### src/led_pkg.sv
// ----------------------------------------------------------------------------
// Levenshtein edit distance: shared types
// Function codes of the input stream and the control group that moves
// along the systolic chain of cells.
// ----------------------------------------------------------------------------
package led_pkg;

	typedef enum logic [1:0] {
		FUNC_LOAD_A = 2'd0,
		FUNC_LOAD_B = 2'd1,
		FUNC_FINISH = 2'd2
	} func_t;

	localparam int SYM_W  = 8;
	localparam int DIST_W = 7;

	// Travels from one cell to the next every cycle while the row is not stopped.
	typedef struct packed {
		logic             sv;   // a second-string symbol is in this slot
		logic             tk;   // the finish token is in this slot
		logic [SYM_W-1:0] sym;
	} link_ctl_t;

	// Broadcast write of one first-string byte.
	typedef struct packed {
		logic             en;
		logic [SYM_W-1:0] sym;
	} load_t;

endpackage

### src/led_cell.sv
// ----------------------------------------------------------------------------
// Levenshtein edit distance: one cell of the systolic row
// Holds one first-string byte and one entry of the cost row, updates the
// entry as a second-string symbol passes and picks up the distance when
// the finish token passes.
// ----------------------------------------------------------------------------
module led_cell #(
	parameter int IDX = 1,
	parameter int LW  = 7
) (
	input  logic                     clk,
	input  logic                     arst_n,
	input  logic                     en,
	input  led_pkg::load_t           ld,
	input  logic [LW-1:0]            ld_pos,
	input  logic [LW-1:0]            len,
	input  led_pkg::link_ctl_t       ctl_in,
	input  logic [LW-1:0]            new_in,
	input  logic [LW-1:0]            old_in,
	input  logic [LW-1:0]            td_in,
	output led_pkg::link_ctl_t       ctl_out,
	output logic [LW-1:0]            new_out,
	output logic [LW-1:0]            old_out,
	output logic [LW-1:0]            td_out
);
	import led_pkg::*;

	localparam logic [LW-1:0] IDX_L = LW'(IDX);
	localparam logic [LW-1:0] POS_L = LW'(IDX - 1);

	logic [SYM_W-1:0] ch_q;
	logic [LW-1:0]    c_q;
	link_ctl_t        ctl_q;
	logic [LW-1:0]    new_q;
	logic [LW-1:0]    old_q;
	logic [LW-1:0]    td_q;
	logic [LW:0]      via_diag;
	logic [LW:0]      via_up;
	logic [LW:0]      via_left;
	logic [LW:0]      best;

	always_comb begin
		via_diag = {1'b0, old_in} + {{LW{1'b0}}, (ch_q != ctl_in.sym)};
		via_up   = {1'b0, c_q} + {{LW{1'b0}}, 1'b1};
		via_left = {1'b0, new_in} + {{LW{1'b0}}, 1'b1};
		best     = via_diag;
		if (via_up < best) begin
			best = via_up;
		end
		if (via_left < best) begin
			best = via_left;
		end
	end

	// The token always trails the last symbol, so it
	// sees the final cost and then restores the entry to its cleared value.
	always_ff @(posedge clk or negedge arst_n) begin
		if (!arst_n) begin
			c_q   <= IDX_L;
			ctl_q <= '0;
		end else if (en) begin
			ctl_q <= ctl_in;
			if (ctl_in.sv) begin
				c_q <= best[LW-1:0];
			end else if (ctl_in.tk) begin
				c_q <= IDX_L;
			end
		end
	end

	always_ff @(posedge clk) begin
		if (en) begin
			new_q <= best[LW-1:0];
			old_q <= c_q;
			td_q  <= (IDX_L == len) ? c_q : td_in;
		end
		if (ld.en && ld_pos == POS_L) begin
			ch_q <= ld.sym;
		end
	end

	assign ctl_out = ctl_q;
	assign new_out = new_q;
	assign old_out = old_q;
	assign td_out  = td_q;

endmodule

### config.mk
export PLATFORM = sky130hd
export DESIGN_NAME = led_cell
export DESIGN_NICKNAME = d
export VERILOG_FILES = /design/src/led_pkg.sv /design/src/led_cell.sv
export SDC_FILE = /design/constraint.sdc
export NUM_CORES = 1
export LEC_CHECK = 0
export ABC_AREA = 1
export BUFFER_PORTS_ARGS = -buffer_cell sky130_fd_sc_hd__buf_2
export CORE_UTILIZATION = 35
export DETAILED_ROUTE_END_ITERATION = 10
export SLEW_MARGIN = 40
export SYNTH_ARGS = -nofsm -noshare
export SYNTH_HDL_FRONTEND = slang
export SYNTH_SLANG_ARGS = --single-unit
export TNS_END_PERCENT = 5
### constraint.sdc
create_clock -name clk -period 5.6 [get_ports clk]
set_input_delay 0.56 -clock clk [delete_from_list [all_inputs] [get_ports clk]]
set_output_delay 0.56 -clock clk [all_outputs]
set_load 0.05 [all_outputs]
## Yosys cells after proc, flatten, opt, wreduce, memory -nomap -nowiden

Cells that the tools add are included.
Widths: inputs -> output; s select.

| storage, ports and cells | value |
|---|---|
| bits of input ports | 57 |
| word-level logic and storage cells | 24 |
| output and inout port bits | 31 |
| register bits | 46 |

| operators by class | value |
|---|---|
| add/sub/neg operators | 3 |
| reductions and logical operators | 4 |
| muxes and demuxes | 5 |
| equal/unequal tests | 2 |
| order comparisons | 2 |

Operators by type and width:

| operator | number |
|---|---|
| $mux 7 | 4 |
| $add 7x1->8 const B | 2 |
| $lt 8x8->1 | 2 |
| $add 7x1->8 | 1 |
| $mux 8 | 1 |
| $ne 8x8->1 | 1 |
| $eq 1x7->1 const A | 1 |
| $logic_not 7->1 | 1 |
| $reduce_and 2->1 | 1 |
| $reduce_bool 2->1 | 1 |
| $logic_and 1x1->1 | 1 |

## Longest topological paths before layout

| depth | value |
|---|---|
| depth in word-level cells | 7 |
| mapped depth | 29 |
| mapped depth without buffers | 29 |

## Worst setup path after synthesis

No wires, ideal clock.

| path | value |
|---|---|
| path kind | input to register |
| start point | input port ctl_in[1] (netlist bit) |
| end point | register new_q[1], in the netlist new_out[1] (data pin) |
| stages on the path | 22 |
| path buffers | 0 |
| slack | 1393 ps |
| arrival | 3952 ps |
| library setup time | 255 ps |
| data required time | 5345 ps |
| cell sequence | xnor2_1 nand2_1 or4_1 ha_1 ha_1 inv_1 ha_1 a21oi_1 nand2_1 nand3_1 nand2_1 nand2_1 nand2_1 nand2_2 inv_1 o21ai_0 ha_1 a21oi_1 nor2_1 a211oi_4 nand3_1 and2_1 |

| between the ends | value |
|---|---|
| cells in the longest elaborated chain, start to end | 6 |

RTL lines:

| element | RTL line | RTL |
|---|---|---|
| start, declared | led_cell.sv:17 | `input led_pkg::link_ctl_t ctl_in,` |
| $ne 8x8->1 (*) | led_cell.sv:43 | `via_diag = {1'b0, old_in} + {{LW{1'b0}}, (ch_q != ctl_in.sym)};` |
| $add 7x1->8 (*) | led_cell.sv:43 |  |
| $lt 8x8->1 | led_cell.sv:47 | `if (via_up < best) begin` |
| $mux 8 (*) | led_cell.sv:47 |  |
| $lt 8x8->1 | led_cell.sv:50 | `if (via_left < best) begin` |
| $mux 7 (*) | led_cell.sv:50 |  |
| via best[1] | led_cell.sv:40 | `logic [LW:0] best;` |
| end signal, assigned | led_cell.sv:73 | `new_q <= best[LW-1:0];` |
| end, declared | led_cell.sv:34 | `logic [LW-1:0] new_q;` |

The timed path passes the listed nets; every way through them passes the cells marked *.
A chain may end at the register's enable or synchronous reset.

## Worst setup path in the final report

| path | value |
|---|---|
| start point | register ch_q[0] |
| end point | register new_q[2], in the netlist new_out[2] (data pin) |

| between the ends | value |
|---|---|
| cells in the longest elaborated chain, start to end | 6 |

RTL lines:

| element | RTL line | RTL |
|---|---|---|
| start, declared | led_cell.sv:31 | `logic [SYM_W-1:0] ch_q;` |
| start signal, assigned | led_cell.sv:78 | `ch_q <= ld.sym;` |
| $ne 8x8->1 (*) | led_cell.sv:43 |  |
| $add 7x1->8 (*) | led_cell.sv:43 |  |
| $lt 8x8->1 | led_cell.sv:47 |  |
| $mux 8 (*) | led_cell.sv:47 |  |
| $lt 8x8->1 | led_cell.sv:50 |  |
| $mux 7 (*) | led_cell.sv:50 |  |
| via best[2] | led_cell.sv:40 |  |

Marked as above.

==> results.md <==
## Finish
- 45.5% — Core Util, Final
- 32.6% — share of final-layout standard cells stronger than drive strength 1
- 0 — n_diodes
- 464 — number of nets at the end of the flow
- 24.1% — Area Overhead vs Synth

## Synth
- 300 — cells after synthesis
- sky130_fd_sc_hd__edfxtp_1 (32%), sky130_fd_sc_hd__dfrtp_1 (15%), sky130_fd_sc_hd__nand2_1 (10%) — top area cells in the synthesized netlist
- 48.3% — part of the Yosys area used for sequential elements
- 0 — count of yosys warnings during synthesis
- 8.96 µm² — Post-Syn Area per Cell
- 0.00269 mm² — post-synthesis cell area
- 46 — flop and latch count out of synthesis
- 372 — nets in the synthesized netlist
- sky130_fd_sc_hd__edfxtp_1 — biggest area consumer among synthesized cells
- 32.4% — proportion of netlist area held by the largest area contributor
- 30 — distinct cell type count after synthesis

## Worst setup path
- 5.66 ns — data required time at the worst endpoint
- register — sort of element at the end of the critical path
- 0.53 ns — Critical Path Max Stage Delay
- 10 — largest fanout of any net on the critical path
- simple AND/OR/NAND/NOR gates — kind of cell adding the most delay to the critical path
- sky130_fd_sc_hd__or4_1 — master of the slowest instance on the critical path
- xnor2_1, nand2_1, or4_1, ha_1, ha_1, inv_1, ha_1, a21oi_1, nand2_1, nand3_1, nand2_1, nand2_1, nand2_1, nand2_2, inv_1, o21ai_0, ha_1, a21oi_1, nor2_1, a211oi_4, nand3_1, and2_1 — critical path, cell by cell
- register — CP Launch Type
- sky130_fd_sc_hd__nand2_1 — CP most frequent cell
- reg2reg — startpoint-to-endpoint class of the critical path
- 2 — count of buffering cells on the critical path with inverters included
- 4.46 ns — data arrival time of the critical path

## Floorplan
- 0.00804 mm² — Die Area
- 0.00733 mm² — Floorplan Core Area
- 89.7 µm — chip width
- 88 — count of boundary I/O pins
- 31 — number of cell rows
- 36.7% — starting utilization of the core area
- 89.7 µm — Die Span Y

## Clock network
- 0 — Post CTS Setup Buffer Count
- 2 — maximum root-to-sink buffer count
- 2 — maximum level of the CTS H-tree
- done — CTS tree
- 0.29 ns — Skew-Pair Late Insertion Delay
- 5 — TritonCTS Buffers
- 46 — CTS sink count
- 0 — cells resized by post-CTS repair
- 0 — hold buffer count at cts
- sky130_fd_sc_hd__clkbuf_8 — cell at the root of the clock tree
- 0.09 ns — clk slew on worst S/H paths

## Status
- complete, no violations — run status

## Timing
- 0.00492 ns — worst clock skew on the final layout
- 1.19 ns — post-route setup slack
- 78.7% — final period utilization
- 4.41 ns — min cycle time layout
- no — setup repair after global routing missed its margin
- 0.227 GHz — Max Freq
- 0.674 ns — slew at the pin closest to its max-slew limit
- 0 — endpoints failing setup
- 0 — max-slew violations
- 55.1% — Max-slew headroom
- 0 — Final Hold Fails
- 0 ns — setup_tns

## Placed design
- 0.823 — final RePlAce weighted congestion
- 4830 µm — final HPWL from detailed placement
- 0.876 ns — Setup WS pre-CTS
- 87 — Port Buffers

## Global route
- 9000 µm — first-pass GRT wire length
- 33 — pin count of the biggest net entering global routing
- 2133 — via count of the first global-routing pass
- 14.7% — GRT Util Overall
- 0 — total congestion overflow
- 0 — antenna violations before repair

## Job
- 0 — max-cap check violation count

## Routing
- 4.53 — number of vias per cell after detailed routing
- 4 — router iterations before antenna repair
- 2227 — via count
- 103 — first-iteration detailed-routing DRC count
- 0 — residual antenna-violating net count after detailed routing
- 11.7 µm — per-cell routed wire length
- 0 — final routed DRC violation total
- 5740 µm — overall routed net length

## Power and ir drop
- 13.0% — Clk network pwr share
- 0.000755 W — net switching power
- 481 mW/mm² — PwrDens
- 0.000150 V — IR drop worst, VDD
- 47.0% — switching share of power
- 55.2% — combinational share of power
- 1.67 nW — Static Leak
- 0.000850 W — internal power consumption
- 31.9% — Seq pwr share

## Worst hold path
- in2async — Hold Crit Class

==> kinds of logic (layout without fill, tap and decap cells) <==
family                     after synthesis  count (layout)  synth area share, %
adders and majority gates               15              15                 6.98
and+or+nand+nor                        158             158                 28.6
xor gates and xnor gates                17              17                 5.54
buffers and inverters                   40             133                 5.63
DFF                                     46              46                 48.3
AOI/OAI and AO/OA                       24              24                 5.03
==> final cells by class <==
cell class                 count  area (µm²)
fill                         734        4000
sequential                    46        1300
multi-input combinational    214        1240
timing repair buffer          87         435
inverter                      38         144
tap                           99         124
clock buffer                   6        82.6
clock inverter                 2        12.5
==> cells in the final DEF, fill, tap and decap left out, types with 7 or more instances in the layout <==
cell type	instances
sky130_fd_sc_hd__buf_2	87
sky130_fd_sc_hd__xor2_1	11
sky130_fd_sc_hd__o21ai_0	14
sky130_fd_sc_hd__nor2_1	8
sky130_fd_sc_hd__nand2_2	18
sky130_fd_sc_hd__inv_1	32
sky130_fd_sc_hd__nand3_1	27
sky130_fd_sc_hd__ha_1	15
sky130_fd_sc_hd__and2_1	7
sky130_fd_sc_hd__nand2_1	75
sky130_fd_sc_hd__edfxtp_1	29
sky130_fd_sc_hd__dfrtp_1	16
==> worst register-to-register path: stages (launching register included) <==
cell	delay, ns
sky130_fd_sc_hd__edfxtp_1	0.39
sky130_fd_sc_hd__xnor2_1	0.15
sky130_fd_sc_hd__nand2_1	0.07
sky130_fd_sc_hd__or4_1	0.53
sky130_fd_sc_hd__ha_1	0.22
sky130_fd_sc_hd__ha_1	0.28
sky130_fd_sc_hd__inv_1	0.06
sky130_fd_sc_hd__ha_1	0.26
sky130_fd_sc_hd__a21oi_1	0.14
sky130_fd_sc_hd__nand2_1	0.07
sky130_fd_sc_hd__nand3_1	0.06
sky130_fd_sc_hd__nand2_1	0.06
sky130_fd_sc_hd__nand2_1	0.06
sky130_fd_sc_hd__nand2_1	0.07
sky130_fd_sc_hd__nand2_2	0.11
sky130_fd_sc_hd__inv_1	0.13
sky130_fd_sc_hd__o21ai_0	0.32
sky130_fd_sc_hd__ha_1	0.31
sky130_fd_sc_hd__a21oi_1	0.13
sky130_fd_sc_hd__nor2_1	0.08
sky130_fd_sc_hd__a211oi_4	0.34
sky130_fd_sc_hd__nand3_1	0.16
sky130_fd_sc_hd__and2_1	0.18
==> through the flow <==
step                total power, W  cell area [µm²]  hold slack [ns]  std cells
finish                     0.00161             3340            0.176        492
global route               0.00174             3340            0.201        492
CTS                        0.00162             3340            0.179        492
detailed placement         0.00141             3240            0.458        484
global placement           0.00140             3240            0.451        484
floorplan                  0.00121             2690            0.264        300
==> synthesized netlist by cell type <==
library cell / number
sky130_fd_sc_hd__nand2_1: 75
sky130_fd_sc_hd__inv_1: 32
sky130_fd_sc_hd__edfxtp_1: 29
sky130_fd_sc_hd__nand3_1: 27
sky130_fd_sc_hd__nand2_2: 18
sky130_fd_sc_hd__dfrtp_1: 16
sky130_fd_sc_hd__ha_1: 15
sky130_fd_sc_hd__o21ai_0: 14
sky130_fd_sc_hd__xor2_1: 11
sky130_fd_sc_hd__nor2_1: 8
sky130_fd_sc_hd__and2_1: 7
sky130_fd_sc_hd__o21ai_1: 6
sky130_fd_sc_hd__xnor2_1: 6
sky130_fd_sc_hd__inv_2: 4
sky130_fd_sc_hd__nand4_1: 4
sky130_fd_sc_hd__nor2_2: 4
sky130_fd_sc_hd__a21oi_1: 3
sky130_fd_sc_hd__nand3b_1: 3
sky130_fd_sc_hd__nor3_1: 3
sky130_fd_sc_hd__clkbuf_1: 2
sky130_fd_sc_hd__nand2_4: 2
sky130_fd_sc_hd__nand3_2: 2
sky130_fd_sc_hd__nor4_1: 2
sky130_fd_sc_hd__a211oi_4: 1
sky130_fd_sc_hd__and3_1: 1
sky130_fd_sc_hd__clkinv_1: 1
sky130_fd_sc_hd__clkinv_2: 1
sky130_fd_sc_hd__dfstp_2: 1
sky130_fd_sc_hd__nor4b_1: 1
sky130_fd_sc_hd__or4_1: 1
==> per-layer routing <==
layer	vias to the layer above	global-route usage [%]	routed length (µm)
li1	1174	-	-
met1	983	17.1	2530
met2	61	26.9	2810
met3	9	2.56	291
met4	0	5.19	102
met5	-	0	0
==> registers in the layout, summed over array words and instances (netlist names) <==
signal   cells
c_q          7
ch_q         8
ctl_out     10
new_out      7
old_out      7
td_out       7
==> power groups by stage <==
stage,registers (W),clock network [W],logic [W]
2_1_floorplan,0.000689,0,0.000519
3_3_place_gp,0.000520,0,0.000877
3_5_place_dp,0.000520,0,0.000892
4_1_cts,0.000512,0.000215,0.000895
5_1_grt,0.000520,0.000221,0.000995
6_report,0.000511,0.000208,0.000886
==> path summary, 6_finish.rpt <==
check                           start          to  slack, ns  cells after the start
setup / recovery              ch_q[0]  new_out[2]       1.19                     22
hold / removal                 arst_n      c_q[3]       0.18                      1
setup reg to reg              ch_q[0]  new_out[2]       1.19                     22
hold reg to reg            ctl_out[0]  ctl_out[0]       0.48                      2
max in group asynchronous      arst_n      c_q[0]       5.11                      1
min in group clk                ld[5]     ch_q[5]       0.44                      1
Note: power is estimated with default switching activity, not from simulation.
